[config.mk]
export PLATFORM = sky130hd
export DESIGN_NAME = icon_state_change_encoder
export DESIGN_NICKNAME = d
export VERILOG_FILES = /design/src/hdl/isce_pkg.sv /design/src/hdl/isce_step_unit.sv /design/src/hdl/isce_seq.sv /design/src/hdl/icon_state_change_encoder.sv
export SDC_FILE = /design/constraint.sdc
export NUM_CORES = 1
export LEC_CHECK = 0
export BUFFER_PORTS_ARGS = -buffer_cell sky130_fd_sc_hd__buf_2
export CORE_AREA = 8 8 107 79
export CTS_CLUSTER_DIAMETER = 60
export DETAILED_ROUTE_END_ITERATION = 10
export DIE_AREA = 0 0 115 87
export SKIP_CTS_REPAIR_TIMING = 1
export SYNTH_ARGS = -nofsm -noshare
export SYNTH_HDL_FRONTEND = slang
export SYNTH_SLANG_ARGS = --single-unit
[constraint.sdc]
create_clock -name aclk -period 6.9 [get_ports aclk]
set_input_delay 0.69 -clock aclk [delete_from_list [all_inputs] [get_ports aclk]]
set_output_delay 0.69 -clock aclk [all_outputs]
set_load 0.02 [all_outputs]
[src/hdl/isce_pkg.sv]
`timescale 1ns / 1ps
`default_nettype none

package isce_pkg;

    localparam int WORD_W            = 15;
    localparam int ICON_COUNT        = 8;
    localparam int ICON_IDX_W        = $clog2(ICON_COUNT);
    localparam int VOLUME_SEGMENTS   = 14;
    localparam int STRENGTH_SEGMENTS = 3;
    localparam int VOL_LSB           = 8;
    localparam int VOL_W             = 5;
    localparam int STR_LSB           = 13;
    localparam int STR_W             = 2;
    localparam int CODE_W            = 5;

    localparam int TOTAL_SLOTS = ICON_COUNT + VOLUME_SEGMENTS + STRENGTH_SEGMENTS;
    localparam int SLOT_W      = $clog2(TOTAL_SLOTS);

    localparam logic [SLOT_W-1:0] VOL_FIRST = SLOT_W'(ICON_COUNT);
    localparam logic [SLOT_W-1:0] STR_FIRST = SLOT_W'(ICON_COUNT + VOLUME_SEGMENTS);
    localparam logic [SLOT_W-1:0] VOL_LAST  = SLOT_W'(ICON_COUNT + VOLUME_SEGMENTS - 1);
    localparam logic [SLOT_W-1:0] LAST_SLOT = SLOT_W'(TOTAL_SLOTS - 1);

    localparam logic [CODE_W-1:0] VOLUME_BASE_CODE   = 5'h0B;
    localparam logic [CODE_W-1:0] STRENGTH_BASE_CODE = 5'h07;

    typedef enum logic {
        ST_IDLE,
        ST_RUN
    } seq_state_t;

    typedef enum logic [1:0] {
        SYM_OFF  = 2'd0,
        SYM_ON   = 2'd1,
        SYM_FULL = 2'd2
    } sym_state_t;

    typedef enum logic [1:0] {
        GRP_ICON     = 2'd0,
        GRP_VOLUME   = 2'd1,
        GRP_STRENGTH = 2'd2
    } group_t;

    typedef struct packed {
        logic [CODE_W-1:0] code;
        sym_state_t        state;
        group_t            group;
    } cmd_t;

    typedef struct packed {
        logic fire;
        logic last;
    } slot_ctl_t;

    function automatic logic [CODE_W-1:0] icon_code(input logic [ICON_IDX_W-1:0] idx);
        logic [CODE_W-1:0] code;
        unique case (idx)
            3'd7:    code = 5'h0A;
            default: code = CODE_W'(idx);
        endcase
        return code;
    endfunction

endpackage

`default_nettype wire

[src/hdl/isce_step_unit.sv]
`timescale 1ns / 1ps
`default_nettype none

// one command per slot: the shared compare works out the segment state
module isce_step_unit (
    input  wire logic [isce_pkg::SLOT_W-1:0] slot,
    input  wire logic [isce_pkg::WORD_W-1:0] word,
    output isce_pkg::cmd_t                   cmd
);

    logic [isce_pkg::VOL_W-1:0]      vol;
    logic [isce_pkg::STR_W-1:0]      str;
    logic [isce_pkg::SLOT_W-1:0]     seg;
    logic [isce_pkg::SLOT_W-1:0]     limit;
    logic [isce_pkg::ICON_IDX_W-1:0] icon_idx;
    logic                            seg_lt;
    logic                            seg_eq;

    assign vol      = word[isce_pkg::VOL_LSB +: isce_pkg::VOL_W];
    assign str      = word[isce_pkg::STR_LSB +: isce_pkg::STR_W];
    assign icon_idx = slot[isce_pkg::ICON_IDX_W-1:0];

    // segment index and the bound it is compared to
    always_comb begin
        priority if (slot < isce_pkg::STR_FIRST) begin
            seg   = slot - isce_pkg::VOL_FIRST;
            limit = isce_pkg::SLOT_W'(vol[isce_pkg::VOL_W-1:1]);
        end else begin
            seg   = slot - isce_pkg::STR_FIRST;
            limit = isce_pkg::SLOT_W'(str);
        end
    end

    assign seg_lt = seg < limit;
    assign seg_eq = seg == limit;

    always_comb begin
        priority if (slot < isce_pkg::VOL_FIRST) begin
            cmd.code  = isce_pkg::icon_code(icon_idx);
            cmd.state = word[icon_idx] ? isce_pkg::SYM_ON : isce_pkg::SYM_OFF;
            cmd.group = isce_pkg::GRP_ICON;
        end else if (slot < isce_pkg::STR_FIRST) begin
            cmd.code  = isce_pkg::VOLUME_BASE_CODE + isce_pkg::CODE_W'(seg);
            // below half: full, at half: dimmed when volume is odd
            if (seg_lt) begin
                cmd.state = isce_pkg::SYM_FULL;
            end else if (seg_eq && vol[0]) begin
                cmd.state = isce_pkg::SYM_ON;
            end else begin
                cmd.state = isce_pkg::SYM_OFF;
            end
            cmd.group = isce_pkg::GRP_VOLUME;
        end else begin
            cmd.code  = isce_pkg::STRENGTH_BASE_CODE + isce_pkg::CODE_W'(seg);
            cmd.state = seg_lt ? isce_pkg::SYM_ON : isce_pkg::SYM_OFF;
            cmd.group = isce_pkg::GRP_STRENGTH;
        end
    end

endmodule

`default_nettype wire

[src/hdl/isce_seq.sv]
`timescale 1ns / 1ps
`default_nettype none

// walks all command slots of one item, one slot per cycle unless a slot with a command waits on a stalled output
module isce_seq (
    input  wire logic                        aclk,
    input  wire logic                        aresetn,
    input  wire logic                        s_valid,
    output logic                             s_ready,
    input  wire logic [isce_pkg::WORD_W-1:0] s_indicator_word,
    input  wire logic                        out_free,
    output logic [isce_pkg::SLOT_W-1:0]      slot,
    output logic [isce_pkg::WORD_W-1:0]      word,
    output isce_pkg::slot_ctl_t              ctl
);

    isce_pkg::seq_state_t state_reg, state_next;
    logic [isce_pkg::SLOT_W-1:0]     slot_reg, slot_next;
    logic [isce_pkg::WORD_W-1:0]     word_reg, word_next;
    logic [isce_pkg::ICON_COUNT-1:0] diff_reg, diff_next;
    logic                            vol_chg_reg, vol_chg_next;
    logic                            str_chg_reg, str_chg_next;

    logic [isce_pkg::WORD_W-1:0]     diff_word;
    logic [isce_pkg::ICON_IDX_W-1:0] icon_idx;
    logic                            later_icons;
    logic                            enable;
    logic                            last;

    assign diff_word = s_indicator_word ^ word_reg;
    assign icon_idx  = slot_reg[isce_pkg::ICON_IDX_W-1:0];

    always_ff @(posedge aclk) begin
        if (!aresetn) begin
            state_reg <= isce_pkg::ST_IDLE;
            word_reg  <= '0;
        end else begin
            state_reg <= state_next;
            word_reg  <= word_next;
        end
    end

    always_ff @(posedge aclk) begin
        slot_reg    <= slot_next;
        diff_reg    <= diff_next;
        vol_chg_reg <= vol_chg_next;
        str_chg_reg <= str_chg_next;
    end

    // any changed icon above the current one
    always_comb begin
        later_icons = 1'b0;
        for (int k = 0; k < isce_pkg::ICON_COUNT; k++) begin
            if (diff_reg[k] && (isce_pkg::ICON_IDX_W'(k) > icon_idx)) begin
                later_icons = 1'b1;
            end
        end
    end

    always_comb begin
        priority if (slot_reg < isce_pkg::VOL_FIRST) begin
            enable = diff_reg[icon_idx];
            last   = !later_icons && !vol_chg_reg && !str_chg_reg;
        end else if (slot_reg < isce_pkg::STR_FIRST) begin
            enable = vol_chg_reg;
            last   = (slot_reg == isce_pkg::VOL_LAST) && !str_chg_reg;
        end else begin
            enable = str_chg_reg;
            last   = slot_reg == isce_pkg::LAST_SLOT;
        end
    end

    always_comb begin
        state_next   = state_reg;
        slot_next    = slot_reg;
        word_next    = word_reg;
        diff_next    = diff_reg;
        vol_chg_next = vol_chg_reg;
        str_chg_next = str_chg_reg;
        s_ready      = 1'b0;
        ctl.fire     = 1'b0;
        ctl.last     = last;
        unique case (state_reg)
            isce_pkg::ST_IDLE: begin
                s_ready = 1'b1;
                if (s_valid) begin
                    diff_next    = diff_word[isce_pkg::ICON_COUNT-1:0];
                    vol_chg_next = |diff_word[isce_pkg::VOL_LSB +: isce_pkg::VOL_W];
                    str_chg_next = |diff_word[isce_pkg::STR_LSB +: isce_pkg::STR_W];
                    word_next    = s_indicator_word;
                    slot_next    = '0;
                    state_next   = isce_pkg::ST_RUN;
                end
            end
            isce_pkg::ST_RUN: begin
                // hold the slot while its command cannot be registered
                if (!enable || out_free) begin
                    ctl.fire = enable;
                    if (slot_reg == isce_pkg::LAST_SLOT) begin
                        state_next = isce_pkg::ST_IDLE;
                    end else begin
                        slot_next = slot_reg + isce_pkg::SLOT_W'(1);
                    end
                end
            end
            default: begin
                state_next = isce_pkg::ST_IDLE;
            end
        endcase
    end

    assign slot = slot_reg;
    assign word = word_reg;

endmodule

`default_nettype wire

[src/hdl/icon_state_change_encoder.sv]
`timescale 1ns / 1ps
`default_nettype none

// Indicator change encoder.
// Input channel (s_valid/s_ready, s_indicator_word): one 15-bit indicator word per item.
// Output channel (m_valid/m_ready, m_symbol_code, m_symbol_state, m_command_group,
// m_last_of_run): one set-symbol command per item, in order: changed icons, then the
// full volume bar if volume changed, then the strength segments if strength changed.
// m_last_of_run marks the final command of an input word; an unchanged word gives none.
// After an input is accepted, each of the 25 command slots is walked in turn
// by the sequencer through the shared segment compare unit.
// s_ready is high only between items. A command is registered and valid in the cycle
// after its slot is walked; a slot with nothing to report is still walked and
// sends nothing, so commands may come with gaps.
// A stalled receiver holds the output register; the sequencer then waits on the
// slot that has a command, so the item takes longer by the stalled cycles.
// Reset clears the stored word to zero and empties the output register.
module icon_state_change_encoder (
    input  wire logic        aclk,
    input  wire logic        aresetn,
    input  wire logic        s_valid,
    output logic             s_ready,
    input  wire logic [14:0] s_indicator_word,
    output logic             m_valid,
    input  wire logic        m_ready,
    output logic [4:0]       m_symbol_code,
    output logic [1:0]       m_symbol_state,
    output logic [1:0]       m_command_group,
    output logic             m_last_of_run
);

    logic [isce_pkg::SLOT_W-1:0] slot;
    logic [isce_pkg::WORD_W-1:0] word;
    isce_pkg::slot_ctl_t         ctl;
    isce_pkg::cmd_t              cmd;
    logic                        out_free;

    logic                        m_valid_reg, m_valid_next;
    isce_pkg::cmd_t              cmd_reg;
    logic                        last_reg;

    assign out_free = !m_valid_reg || m_ready;

    isce_seq u_seq (
        .aclk             (aclk),
        .aresetn          (aresetn),
        .s_valid          (s_valid),
        .s_ready          (s_ready),
        .s_indicator_word (s_indicator_word),
        .out_free         (out_free),
        .slot             (slot),
        .word             (word),
        .ctl              (ctl)
    );

    isce_step_unit u_step (
        .slot (slot),
        .word (word),
        .cmd  (cmd)
    );

    always_comb begin
        m_valid_next = m_valid_reg;
        if (ctl.fire) begin
            m_valid_next = 1'b1;
        end else if (m_ready) begin
            m_valid_next = 1'b0;
        end
    end

    always_ff @(posedge aclk) begin
        if (!aresetn) begin
            m_valid_reg <= 1'b0;
        end else begin
            m_valid_reg <= m_valid_next;
        end
    end

    always_ff @(posedge aclk) begin
        if (ctl.fire) begin
            cmd_reg  <= cmd;
            last_reg <= ctl.last;
        end
    end

    assign m_valid         = m_valid_reg;
    assign m_symbol_code   = cmd_reg.code;
    assign m_symbol_state  = cmd_reg.state;
    assign m_command_group = cmd_reg.group;
    assign m_last_of_run   = last_reg;

endmodule

`default_nettype wire

==> flow_metrics.env, run 1 <==
export IMPL_p_per_area_mw_per_mm2=230
export IMPL_grt_max_degree=26
export IMPL_ios=31
export IMPL_dr_pass1_iters=4
export IMPL_yosys_top_cells_area="edfxtp_1 (30%), dfxtp_1 (14%), ha_1 (10%)"
export IMPL_path_max_fanout=16
export IMPL_crit_path_cell_trace="ha_1 -> a21oi_1 -> inv_1 -> o21ai_0 -> ha_1 -> a2111oi_0 -> a311oi_1 -> xnor2_1 -> o21ai_0"
export IMPL_tightest_slew_ns=0.934
export IMPL_io_buffer_count=30
export IMPL_wirelength_mm=5.33
export IMPL_die_w_um=115
export IMPL_num_rows=26
export IMPL_cts_buffer_depth=2
export IMPL_timing_final_crit_share_pct=58.7
export IMPL_endpoint="m_symbol_code[3]"
export IMPL_synth_cells=254
export IMPL_initialDrtViolationCount=64
export IMPL_yosysSeqAreaShare_pct=43.6
export IMPL_largest_reg_flops=15
export IMPL_synth_flop_cell="edfxtp_1"
export IMPL_cp_num_buf_inv=1
export IMPL_cts_max_level=2
export IMPL_path_delay_family="compound AO/OA/AOI/OAI gates"
export IMPL_rsz0062_at_grt="no"
export IMPL_clk_latency_ns=0.30
export IMPL_grt_pass1_wl_mm=9.14
export IMPL_peakVddDrop_mv=0.0941
export IMPL_path_depth=9
export IMPL_rr_startpoint="u_seq.slot[1]"
export IMPL_dp_cells=371
export IMPL_synthMostInstantiatedCell="nand2_1"
export IMPL_status="completed"
export IMPL_placedInstanceArea_mm2=0.00273
export IMPL_drc_errors=0
export IMPL_async_reset_ff_share_pct=0
export IMPL_clkSlewWorstSetupHoldPaths_ns=0.08
export IMPL_cts_made_buffers=5
export IMPL_nFillCells=728
export IMPL_cp_slowest_stage_delay_ns=0.75
export IMPL_core_area_mm2=0.00696
export IMPL_gr_total_overflow=0
export IMPL_stdcell_area_mm2=0.00282
export IMPL_syn_nets=293
export IMPL_drive_above_1_share_pct=13.9
export IMPL_multi_input_area_mm2=0.00131
export IMPL_grt_use_total_pct=11.7
export IMPL_synth_cell_types=38
export IMPL_finalNonFillerCells=379
export IMPL_drv_cap=0
export IMPL_r2r_cells=9
export IMPL_startpoint_type="flop"
export IMPL_cts_sinks=42
export IMPL_skew_ns=0.00913
export IMPL_hp_class="reg -> reg"
export IMPL_place_hpwl_mm=3.98
export IMPL_postSynthAreaPerCell_um2=9.86
export IMPL_grt_pass1_vias=1818
export IMPL_worstPathArrival_ns=4.08
export IMPL_hold_viol=0
export IMPL_fin_tns_setup_ns=0
export IMPL_max_slew_margin_pct=37.7
export IMPL_synth_common_cells="nand2_1 (53), edfxtp_1 (25), ha_1 (20), dfxtp_1 (17), a21boi_0 (16)"
export IMPL_synth_top_area_cell="edfxtp_1"
export IMPL_area_growth_syn_to_layout_pct=12.6
export IMPL_synth_edf_count=25
export IMPL_setup_ws_ns=2.85
export IMPL_clockRootBuffer="clkbuf_8"
export IMPL_path_class="reg -> reg"
export IMPL_netlist_area_leader_share_pct=30.0
export IMPL_die_area_mm2=0.0100
export IMPL_slew_violations=0
export IMPL_end_kind="flop"
export IMPL_fin_worst_hold_slack_ns=0.487
export IMPL_setup_viol_count_final=0
export IMPL_vias_per_cell=4.80
export IMPL_dp_slack_ns=2.94
export IMPL_yosys_warnings=0
export IMPL_reg2reg_to="m_symbol_code[3]"
export IMPL_final_nets=319
export IMPL_cp_required_ns=6.92
export IMPL_regArea_mm2=0.00109
export IMPL_antenna_found_initial=0
export IMPL_dr_total_vias=1818
export IMPL_fmax_ghz=0.247
export IMPL_syn_area_mm2=0.00250
export IMPL_startpoint="u_seq.slot[1]"
export IMPL_start_util_pct=36.0
export IMPL_die_h_um=87
export IMPL_power_leakage_uw=0.00115
export IMPL_slowest_stage="a21oi_1"
export IMPL_r2r_setup_slack_ns=2.85
export IMPL_synth_seq_cells=42
export IMPL_ant_nets=0
export IMPL_place_gp_congestion=0.811
export IMPL_wl_per_cell_um=14.1
export IMPL_cts_tree="yes"
export IMPL_antenna_cells=0
export IMPL_final_min_clock_period_ns=4.05
-- worst reg2reg max path: cells and delay by family (launching register included) --
kind / cells / cell delay (ns)
AOI/OAI and AO/OA: 5 / 1.73
xor gates and xnor gates: 1 / 0.19
adders and majority gates: 2 / 0.74
buffers and inverters: 1 / 0.44
DFF: 1 / 0.67
-- power breakdown --
part,internal [µW],switching (µW)
combinational,66.9,96.2
clock,80.7,85.5
sequential,295,23.5
-- cells in the final DEF (no fill, tap or decap), types with 9 or more instances in the layout --
cell type and n:
nand2_1 53, buf_2 30, edfxtp_1 25, ha_1 20, dfxtp_1 17, a21boi_0 16
inv_1 13, xor2_1 13, xnor2_1 12, nor2_1 11, o21ai_0 9
-- per-stage QoR --
stage / util [%] / total power [µW]
5_1_grt: 40.5 / 691
3_3_place_gp: 39.2 / 484
3_5_place_dp: 39.2 / 486
4_1_cts: 40.5 / 653
6_report: 40.5 / 647
2_1_floorplan: - / 440
-- kinds of logic after synthesis --
logic type / synth area share [%]
DFF: 43.6
AOI/OAI and AO/OA: 12.6
muxes: 5.00
xor gates and xnor gates: 8.74
buffers and inverters: 4.00
adders and majority gates: 9.99
and+or+nand+nor: 16.1
-- final cells by class --
cell class,instances,area share (%)
Multi-Input combinational cell,188,46.6
Clock inverter,2,0.399
Inverter,13,1.73
Clock buffer,6,2.93
Timing Repair Buffer,30,5.32
Tap cell,98,4.35
Sequential cell,42,38.7
-- how the worst min path moves through the flow --
stage / startpoint / cells past startpoint / slack (ns) / to
after floorplan: u_seq.word[5] / 2 / 0.46 / u_seq.word[5]
after global placement: u_seq.word[0] / 2 / 0.48 / u_seq.word[0]
after detailed placement: u_seq.word[0] / 2 / 0.48 / u_seq.word[0]
after CTS: u_seq.word[0] / 2 / 0.49 / u_seq.word[0]
after global routing: u_seq.word[4] / 2 / 0.52 / u_seq.word[4]
final: u_seq.word[0] / 2 / 0.49 / u_seq.word[0]
-- per-layer routing --
metal  vias up  track usage [%]  wire length [µm]
met3         8             3.67               333
met1       834             16.0              2820
met5         -                0                 0
met4         0             4.04                59
li1        937                -                 -
met2        39             16.7              2120
Power figures use the tool's default switching activity.
==> run 2: changes to the inputs <==
==> constraint.sdc (replaced) <==
create_clock -name aclk -period 3.7 [get_ports aclk]
set_input_delay 0.37 -clock aclk [delete_from_list [all_inputs] [get_ports aclk]]
set_output_delay 0.37 -clock aclk [all_outputs]
set_load 0.02 [all_outputs]
==> run 2 against run 1 <==
Against the previous run:
- die area did not move
- count of clock-buffer cells in the layout did not move
- fmax rose by 27%
- non-clock buffer count rose by 6
- total power rose by 89%
- clock skew rose by 0.0023 ns
- critical path type unchanged
==> flow_metrics.env, run 2 (synthesis gave the netlist of run 1 again) <==
export IMPL_clkSlewWorstSetupHoldPaths_ns=0.09
export IMPL_fin_worst_hold_slack_ns=0.329
export IMPL_setup_ws_ns=0.521
export IMPL_grt_pass1_wl_mm=9.22
export IMPL_slew_violations=0
export IMPL_path_class="reg -> reg"
export IMPL_largest_reg_flops=15
export IMPL_peakVddDrop_mv=0.145
export IMPL_hp_class="in -> reg"
export IMPL_num_rows=26
export IMPL_initialDrtViolationCount=114
export IMPL_ios=31
export IMPL_cts_tree="yes"
export IMPL_grt_pass1_vias=1833
export IMPL_vias_per_cell=4.82
export IMPL_final_min_clock_period_ns=3.18
export IMPL_tightest_slew_ns=0.837
export IMPL_io_buffer_count=30
export IMPL_p_per_area_mw_per_mm2=426
export IMPL_startpoint_type="flop"
export IMPL_grt_max_degree=26
export IMPL_fmax_ghz=0.315
export IMPL_antenna_cells=0
export IMPL_skew_ns=0.0114
export IMPL_clockRootBuffer="clkbuf_8"
export IMPL_core_area_mm2=0.00696
export IMPL_crit_path_cell_trace="inv_1 -> ha_1 -> a21oi_1 -> buf_4 -> inv_1 -> o21ai_0 -> ha_1 -> a2111oi_0 -> a311oi_1 -> xnor2_1 -> o21ai_0"
export IMPL_layout_common_cells="nand2_1 (53), buf_2 (30), edfxtp_1 (25), ha_1 (20), dfxtp_1 (17)"
export IMPL_place_gp_congestion=0.828
export IMPL_start_util_pct=36.0
export IMPL_fin_tns_setup_ns=0
export IMPL_gr_total_overflow=0
export IMPL_wirelength_mm=5.45
export IMPL_final_nets=325
export IMPL_hold_viol=0
export IMPL_startpoint="u_seq.slot[3]"
export IMPL_die_area_mm2=0.0100
export IMPL_grt_use_total_pct=11.7
export IMPL_cts_buffer_depth=2
export IMPL_dr_pass1_iters=4
export IMPL_cts_max_level=2
export IMPL_layout_commonest_cell="nand2_1"
export IMPL_max_slew_margin_pct=44.2
export IMPL_seq_power_share_pct=47.1
export IMPL_die_h_um=87
export IMPL_worstPathArrival_ns=3.20
export IMPL_dp_slack_ns=0.530
export IMPL_drive_above_1_share_pct=15.7
export IMPL_p_clk_share_pct=25.5
export IMPL_p_int_uw=834
export IMPL_path_max_fanout=12
export IMPL_die_w_um=115
export IMPL_rsz0062_at_grt="no"
export IMPL_cp_required_ns=3.73
export IMPL_slowest_stage="edfxtp_1"
export IMPL_rr_startpoint="u_seq.slot[3]"
export IMPL_worstHoldStart="s_indicator_word[6]"
export IMPL_ant_nets=0
export IMPL_setup_viol_count_final=0
export IMPL_cts_sinks=42
export IMPL_power_leakage_uw=0.00117
export IMPL_timing_final_crit_share_pct=85.9
export IMPL_place_hpwl_mm=4.13
export IMPL_end_kind="flop"
export IMPL_area_growth_syn_to_layout_pct=14.4
export IMPL_switching_share_pct=31.7
export IMPL_drv_cap=0
export IMPL_cp_slowest_stage_delay_ns=0.48
export IMPL_drc_errors=0
export IMPL_switchingPower_uw=388
export IMPL_status="completed"
export IMPL_clk_latency_ns=0.30
export IMPL_antenna_found_initial=0
export IMPL_combPwrFrac_pct=27.4
export IMPL_wl_per_cell_um=14.2
export IMPL_power_uw=1220
export IMPL_cts_made_buffers=5
export IMPL_dr_total_vias=1855
-- run 2: cell count changes in the layout (fill, tap and decap cells not counted), sizes merged --
cell / before / now
buf: 30 / 36
-- run 2: layout make-up --
class	instances	area (µm²)
fillers	726	4100
inverters	13	48.8
flip-flops and latches	42	1090
repair buffers	36	195
multi-input cells	188	1310
well taps	98	123
clock buffers	6	82.6
clock inverters	2	11.3
-- run 2: path summary, 6_finish.rpt --
kind | slack, ns | end | depth (start not counted)
worst max-delay path | 0.52 | m_symbol_code[3] | 11
worst min-delay path | 0.33 | u_seq.word[6] | 3
worst max register to register | 0.52 | m_symbol_code[3] | 11
worst min register to register | 0.49 | u_seq.word[0] | 2
-- run 2: power by group through the flow --
stage | logic, µW | clock network, µW | registers [µW]
floorplan | 218 | 0 | 603
global placement | 331 | 0 | 585
detailed placement | 334 | 0 | 587
CTS | 336 | 322 | 577
global route | 377 | 341 | 582
finish | 335 | 312 | 575
-- run 2: metrics by stage --
step | util, % | instance area (µm²) | std cells
finish | 41.2 | 2870 | 385
global route | 41.2 | 2870 | 385
CTS | 41.2 | 2870 | 385
detailed placement | 39.8 | 2770 | 377
global placement | 39.8 | 2770 | 377
floorplan | - | 2500 | 254
-- run 2: critical path, delay by kind of cell, from the launching register on --
family / cells / cell delay, ns
DFF: 1 / 0.48
xor gates and xnor gates: 1 / 0.19
AOI/OAI and AO/OA: 5 / 1.10
adders and majority gates: 2 / 0.56
buffers and inverters: 3 / 0.58
-- run 2: routing by layer --
layer / part of all wire (%) / vias up / global-route usage, %
li1: - / 949 / -
met1: 52 / 855 / 16.3
met2: 40 / 44 / 17.1
met3: 6.1 / 7 / 3.12
met4: 1.2 / 0 / 3.56
met5: 0 / - / 0
